File: config.mk
export PLATFORM = sky130hd
export DESIGN_NAME = insertion_sorter
export DESIGN_NICKNAME = d
export VERILOG_FILES = /design/src/hw/rtl/isort_pkg.sv /design/src/hw/rtl/insertion_sorter.sv /design/src/hw/rtl/isort_front.sv /design/src/hw/rtl/isort_back.sv
export VERILOG_INCLUDE_DIRS = /design/src /design/src/hw/rtl
export SDC_FILE = /design/constraint.sdc
export NUM_CORES = 2
export LEC_CHECK = 0
export BUFFER_PORTS_ARGS = -buffer_cell sky130_fd_sc_hd__buf_2
export CORE_MARGIN = 8
export CORE_UTILIZATION = 55
export CTS_CLUSTER_SIZE = 40
export DETAILED_ROUTE_END_ITERATION = 10
export HOLD_SLACK_MARGIN = 0.12
export PLACE_DENSITY = 0.78
export SLEW_MARGIN = 20
export SYNTH_ARGS = -nofsm -noshare
export SYNTH_HDL_FRONTEND = slang
export SYNTH_SLANG_ARGS = --single-unit
export TNS_END_PERCENT = 1
File: constraint.sdc
create_clock -name clock -period 11 [get_ports clock]
set_input_delay 0.55 -clock clock [delete_from_list [all_inputs] [get_ports clock]]
set_output_delay 0.55 -clock clock [all_outputs]
set_load 0.1 [all_outputs]
File: src/hw/rtl/assert_macros.svh
// ----------------------------------------------------------------------------
// assert_macros.svh
// Assertion macros used by the sorter back end (isort_back). Empty when synthesizing.
// ----------------------------------------------------------------------------
`ifndef ASSERT_MACROS_SVH
`define ASSERT_MACROS_SVH
`ifndef SYNTHESIS
// Implication checked on every clock edge outside reset.
`define ASSERT_IMPLIES(label, clk, rst, pre, post) \
   label: assert property (@(posedge clk) disable iff (rst) (pre) |-> (post)) \
      else $error("assertion failed");
// Next-cycle implication checked outside reset.
`define ASSERT_NEXT(label, clk, rst, pre, post) \
   label: assert property (@(posedge clk) disable iff (rst) (pre) |=> (post)) \
      else $error("assertion failed");
`else
`define ASSERT_IMPLIES(label, clk, rst, pre, post)
`define ASSERT_NEXT(label, clk, rst, pre, post)
`endif
`endif

File: src/hw/rtl/isort_pkg.sv
// ----------------------------------------------------------------------------
// isort_pkg
// Shared types for the insertion sorter.
// ----------------------------------------------------------------------------
package isort_pkg;

   // Back-end sequencer states.
   typedef enum logic [1:0] {
      ST_INSERT,
      ST_EMIT
   } back_state_type;

endpackage

File: src/hw/rtl/insertion_sorter.sv
// ----------------------------------------------------------------------------
// insertion_sorter
// Collects signed values into a sorted row and emits it on the last beat.
// ----------------------------------------------------------------------------
// An input beat is inserted by a row of compare-and-shift slots; a two-entry
// queue buffers input while the row is busy. A beat marked last starts
// emission: one output beat per cycle per stored value while rsp_stall is low,
// then a row clear; the back end takes no input until it is done. Values
// beyond CAPACITY are dropped and flag overflow on every beat of that set.
module insertion_sorter #(
   parameter int CAPACITY   = 16,
   parameter int DATA_WIDTH = 32
) (
   input  logic                  clock,
   input  logic                  reset,
   input  logic                  req_valid,
   output logic                  req_stall,
   input  logic [DATA_WIDTH-1:0] req_value,
   input  logic                  req_last,
   output logic                  rsp_valid,
   input  logic                  rsp_stall,
   output logic [DATA_WIDTH-1:0] rsp_value_res,
   output logic                  rsp_last_res,
   output logic                  rsp_overflow
);
   import isort_pkg::*;

   logic                  q_valid, q_take, q_last;
   logic [DATA_WIDTH-1:0] q_value;

   // Front end: input queue.
   isort_front #(.DATA_WIDTH(DATA_WIDTH)) u_front (
      .clock, .reset, .req_valid, .req_stall, .req_value, .req_last,
      .q_valid, .q_take, .q_value, .q_last
   );

   // Back end: sorted row and emitter.
   isort_back #(.CAPACITY(CAPACITY), .DATA_WIDTH(DATA_WIDTH)) u_back (
      .clock, .reset, .q_valid, .q_take, .q_value, .q_last,
      .rsp_valid, .rsp_stall, .rsp_value_res, .rsp_last_res, .rsp_overflow
   );
endmodule

File: src/hw/rtl/isort_front.sv
// ----------------------------------------------------------------------------
// isort_front
// Accepts input beats and holds them in a two-entry queue for the back end.
// ----------------------------------------------------------------------------
module isort_front #(
   parameter int DATA_WIDTH = 32
) (
   input  logic                  clock,
   input  logic                  reset,
   input  logic                  req_valid,
   output logic                  req_stall,
   input  logic [DATA_WIDTH-1:0] req_value,
   input  logic                  req_last,
   output logic                  q_valid,
   input  logic                  q_take,
   output logic [DATA_WIDTH-1:0] q_value,
   output logic                  q_last
);
   import isort_pkg::*;

   logic [DATA_WIDTH:0] mem_ff [2];
   logic                wp_ff, wp_in, rp_ff, rp_in;
   logic [1:0]          cnt_ff, cnt_in;
   logic                push, pop;

   // Queue control: the queue stalls the input when both entries are in use.
   assign req_stall = (cnt_ff == 2'd2);
   assign push      = req_valid && !req_stall;
   assign pop       = q_take && q_valid;
   assign q_valid   = (cnt_ff != 2'd0);
   assign q_value   = mem_ff[rp_ff][DATA_WIDTH-1:0];
   assign q_last    = mem_ff[rp_ff][DATA_WIDTH];

   always_comb begin
      wp_in  = push ? !wp_ff : wp_ff;
      rp_in  = pop ? !rp_ff : rp_ff;
      cnt_in = cnt_ff + {1'b0, push} - {1'b0, pop};
   end

   always_ff @(posedge clock) begin
      if (reset) begin
         wp_ff  <= 1'b0;
         rp_ff  <= 1'b0;
         cnt_ff <= 2'd0;
      end else begin
         wp_ff  <= wp_in;
         rp_ff  <= rp_in;
         cnt_ff <= cnt_in;
      end
   end

   // Queue storage.
   always_ff @(posedge clock) begin
      if (push) begin
         mem_ff[wp_ff] <= {req_last, req_value};
      end
   end
endmodule

File: src/hw/rtl/isort_back.sv
// ----------------------------------------------------------------------------
// isort_back
// Inserts values into a sorted register row and streams it out on a last beat.
// ----------------------------------------------------------------------------
`include "assert_macros.svh"
module isort_back #(
   parameter int CAPACITY   = 16,
   parameter int DATA_WIDTH = 32
) (
   input  logic                  clock,
   input  logic                  reset,
   input  logic                  q_valid,
   output logic                  q_take,
   input  logic [DATA_WIDTH-1:0] q_value,
   input  logic                  q_last,
   output logic                  rsp_valid,
   input  logic                  rsp_stall,
   output logic [DATA_WIDTH-1:0] rsp_value_res,
   output logic                  rsp_last_res,
   output logic                  rsp_overflow
);
   import isort_pkg::*;

   localparam int CW = $clog2(CAPACITY + 1);
   localparam int IW = $clog2(CAPACITY);

   back_state_type        state_ff, state_in;
   logic [DATA_WIDTH-1:0] row_ff [CAPACITY];
   logic [DATA_WIDTH-1:0] row_in [CAPACITY];
   logic [CW-1:0]         cnt_ff, cnt_in, idx_ff, idx_in;
   logic                  ovf_ff, ovf_in;
   logic                  ov_ff, ov_in;
   logic [DATA_WIDTH-1:0] ov_val_ff, ov_val_in;
   logic                  ov_last_ff, ov_last_in;
   logic                  ov_ovf_ff, ov_ovf_in;
   logic [CAPACITY-1:0]   gt;
   logic                  full, out_free;

   assign full     = (cnt_ff == CW'(CAPACITY));
   assign out_free = !ov_ff || !rsp_stall;
   assign q_take   = (state_ff == ST_INSERT);

   // Each slot compares its own value with the incoming one.
   always_comb begin
      for (int i = 0; i < CAPACITY; i++) begin
         gt[i] = ($signed(row_ff[i]) > $signed(q_value)) && (CW'(i) < cnt_ff);
      end
   end

   // Sequencer and slot updates.
   always_comb begin
      state_in   = state_ff;
      row_in     = row_ff;
      cnt_in     = cnt_ff;
      idx_in     = idx_ff;
      ovf_in     = ovf_ff;
      ov_in      = ov_ff && rsp_stall;
      ov_val_in  = ov_val_ff;
      ov_last_in = ov_last_ff;
      ov_ovf_in  = ov_ovf_ff;
      unique case (state_ff)
         ST_INSERT: begin
            if (q_valid) begin
               if (full) begin
                  ovf_in = 1'b1;
               end else begin
                  for (int i = 0; i < CAPACITY; i++) begin
                     if (gt[i]) begin
                        row_in[i] = (i == 0) ? q_value : (gt[i-1] ? row_ff[i-1] : q_value);
                     end else if (CW'(i) == cnt_ff) begin
                        row_in[i] = (i == 0) ? q_value : (gt[i-1] ? row_ff[i-1] : q_value);
                     end
                  end
                  cnt_in = cnt_ff + CW'(1);
               end
               if (q_last) begin
                  state_in = ST_EMIT;
                  idx_in   = '0;
                  if (full) ovf_in = 1'b1;
               end
            end
         end
         ST_EMIT: begin
            if (idx_ff == cnt_ff) begin
               state_in = ST_INSERT;
               cnt_in   = '0;
               ovf_in   = 1'b0;
            end else if (out_free) begin
               ov_in      = 1'b1;
               ov_val_in  = row_ff[idx_ff[IW-1:0]];
               ov_last_in = (idx_ff + CW'(1) == cnt_ff);
               ov_ovf_in  = ovf_ff;
               idx_in     = idx_ff + CW'(1);
            end
         end
         default: state_in = ST_INSERT;
      endcase
   end

   always_ff @(posedge clock) begin
      if (reset) begin
         state_ff <= ST_INSERT;
         cnt_ff   <= '0;
         idx_ff   <= '0;
         ovf_ff   <= 1'b0;
         ov_ff    <= 1'b0;
      end else begin
         state_ff <= state_in;
         cnt_ff   <= cnt_in;
         idx_ff   <= idx_in;
         ovf_ff   <= ovf_in;
         ov_ff    <= ov_in;
      end
   end

   // Payload registers.
   always_ff @(posedge clock) begin
      row_ff     <= row_in;
      ov_val_ff  <= ov_val_in;
      ov_last_ff <= ov_last_in;
      ov_ovf_ff  <= ov_ovf_in;
   end

   assign rsp_valid     = ov_ff;
   assign rsp_value_res = ov_val_ff;
   assign rsp_last_res  = ov_last_ff;
   assign rsp_overflow  = ov_ovf_ff;

   `ASSERT_IMPLIES(a_cnt_range, clock, reset, 1'b1, cnt_ff <= CW'(CAPACITY))
   `ASSERT_IMPLIES(a_idx_range, clock, reset, state_ff == ST_EMIT, idx_ff <= cnt_ff)
   `ASSERT_NEXT(a_hold, clock, reset, ov_ff && rsp_stall, ov_ff && $stable(ov_val_ff))
endmodule

==> qor.yml <==
post_cts_buffers: 0
synth.distinct_cells: 67
numClockSinks: 630
area_growth_pct: 11.1
finalSetupViolations: 0
max_freq_ghz: 0.153
fin_crit_ns: 6.52
p_total_mw: 10.5
synth_cells: 3242
tns_ns: 0
clock_latency_ns: 0.63
ir_worst_vdd_v: 0.000194
viasPerCell: 7.23
maxSlewViolCount: 0
drive_above_1_share_pct: 27.8
utilization_pct: 61.8
drtIter0Drc: 4421
p_per_area_mw_per_mm2: 225
worstSetupStartpointType: "flip-flop"
p_int_mw: 6.41
cts_buffer_depth: 3
busiest_layer: "met2"
syn-num-nets: 3797
crit_fanout: 33
ys.flop_type: "edfxtp_1"
num_antenna_cells: 0
synthArstFlopShare_pct: 0
antenna_found_initial: 7
drc: 0
avgRoutedWirePerCell_um: 33.7
end_kind: "flip-flop"
p_sw_mw: 4.12
clock_skew_ns: 0.0416
htree_levels: 3
cp.required_ns: 11.21
die_w_um: 293
die_h_um: 293
dp_hpwl_um: 104000
hold_buffers: 30
hold_class: "input port to flip-flop"
rsz0062_at_grt: "false"
ant_nets: 0
combPwrFrac_pct: 44.5
cts_root_buf: "clkbuf_16"
ys_warn_count: 0
num_io_pins: 73
synth_top_cell_area_share_pct: 43.5
status: "completed"
port_buffers: 72
swShare_pct: 39.1
syn_area_mm2: 0.0422
synth_edf_count: 612
synthTopCellsByArea: "edfxtp_1 44%, ha_1 15%, mux2_2 11%"
synth-seq-area-share_pct: 44.4
power_frac_seq_pct: 31.4
cts_tree: "done"
maxCapViolations: 0
vias: 32000
finalCritPeriodShare_pct: 59.2
finalHoldViolations: 0
grt_pass1_vias: 31000
arrival_ns: 6.72
grt_usage_pct: 34.0
start_util_pct: 55.6
fin_nets: 3892
clkTransAtPathRegs_ns: 0.06
grt-ovfl-total: 0
netlist.top_cell.by_area: "edfxtp_1"
p_leak_nw: 17.6
num_rows: 101
cts_resized: 0
synth_area_per_cell_um2: 13.0
synth_seq_cells: 630
met1_usage_pct: 45.6
core_area_mm2: 0.0759
drtPass1Iterations: 6
grt_use_met3_pct: 11.9
crit_type: "flip-flop to flip-flop"
wl_um: 149000
gp_congestion: 1.04
fin_hold_ws_ns: 0.181
grt_max_degree: 66
grt_util_met2_pct: 48.0
cts-buffers-inserted: 70
relSlewSlack_pct: 18.1
tightest_slew_ns: 1.22
p_clk_share_pct: 24.1
dieArea_mm2: 0.0859
finalInstanceArea_mm2: 0.0469
grt_pass1_wl_um: 216000
placed_cell_area_mm2: 0.0442
[Yosys cell counts, types with 33 or more instances]
cell type / count
nor2_1: 159
clkbuf_1: 91
mux4_2: 160
buf_2: 35
nor4_1: 33
a211oi_1: 37
nor2b_1: 36
a21o_1: 104
nor3_1: 97
nand2_1: 98
nand4_1: 110
a21oi_1: 200
o21ai_0: 54
ha_1: 518
inv_1: 87
nand3_1: 77
mux2i_1: 33
edfxtp_1: 612
mux2_2: 409
[registers in the layout, indices dropped and copies added, names as in the netlist, named ones only]
register and flops:
u_back.rsp_last_res 1, u_back.rsp_overflow 1, u_back.row_ff 512, u_back.rsp_valid 1, u_back.cnt_ff 5, u_back.ovf_ff 1, u_front.wp_ff 1, u_back.state_ff 1
u_back.rsp_value_res 32, u_front.mem_ff 66, u_back.idx_ff 5, u_front.cnt_ff 2, u_front.rp_ff 1
[final timing paths]
check        slack [ns]          start  cells past startpoint                    to
max                4.48      flip-flop                     10    u_back.row_ff[352]
min                0.18   req_value[4]                      1  u_front.mem_ff[1][4]
max reg2reg        4.48      flip-flop                     10    u_back.row_ff[352]
min reg2reg        0.47  u_back.ovf_ff                      0   u_back.rsp_overflow
[per-layer routing]
metal / wire, um / vias to the layer above
met4: 9900 / 10
met2: 60700 / 2634
met3: 22700 / 492
met5: 64 / -
li1: - / 13100
met1: 55500 / 15700
[worst max-delay path: stages (launching register included)]
cell	delay [ns]
dfxtp_2	1.05
buf_4	0.51
mux2i_2	0.26
buf_4	0.32
ha_1	0.22
nand4_1	0.19
nor3_1	0.30
o21ai_0	0.22
a21boi_4	0.88
or3_2	1.01
a31o_2	1.06
[cells in the final DEF, fill, tap and decap left out, drive strengths merged, types with 5 or more instances in the layout]
| cell | count |
|---|---|
| edfxtp | 612 |
| a21oi | 200 |
| xor2 | 13 |
| and2 | 8 |
| mux4 | 160 |
| o21ai | 66 |
| a31oi | 5 |
| dlygate4sd3 | 30 |
| a21o | 104 |
| or3 | 6 |
| a221oi | 14 |
| inv | 89 |
| clkinv | 30 |
| nor2b | 36 |
| nor3b | 5 |
| nand4 | 110 |
| or2 | 5 |
| nand3b | 5 |
| nand3 | 77 |
| clkbuf | 86 |
| xnor2 | 7 |
| nor4 | 33 |
| dfxtp | 18 |
| and4 | 13 |
| nor2 | 159 |
| mux2 | 419 |
| ha | 518 |
| o21a | 14 |
| mux2i | 33 |
| bufinv | 11 |
| o211ai | 23 |
| o31a | 19 |
| nor3 | 99 |
| buf | 160 |
| nand2 | 98 |
| a211oi | 67 |
| a221o | 6 |
[power by group through the flow]
stage	clock (mW)	sequential, mW	combinational [mW]
after floorplan	0	3.31	2.94
after global placement	0	3.34	4.34
after detailed placement	0	3.34	4.49
after CTS	2.54	3.29	4.54
after global routing	2.62	3.31	5.00
final	2.54	3.31	4.68
[cells by family (layout without fill, tap and decap cells)]
logic type                 after synthesis  count (layout)  share of synthesized area (%)
and+or+nand+nor                        661             661                           7.90
buffers and inverters                  255             407                           2.72
xor gates and xnor gates                20              20                          0.415
adders and majority gates              518             518                           15.3
DFF                                    630             630                           44.4
AOI/OAI and AO/OA                      546             546                           8.77
muxes                                  612             612                           20.5
[cell type report]
type                            count  area [um^2]
Fill cell                        5741        29000
Multi-Input combinational cell   2357        22800
Sequential cell                   630        18700
Clock buffer                       86         1920
Timing Repair Buffer              190         1340
Tap cell                         1030         1290
Clock inverter                     43          494
Inverter                           88          330
[stage by stage]
stage	cells	setup WS, ns
floorplan	3242	4.59
global placement	4264	4.84
detailed placement	4265	4.68
CTS	4424	4.66
global route	4424	4.51
finish	4424	4.48
No activity file was read; power rests on OpenSTA's default activity.
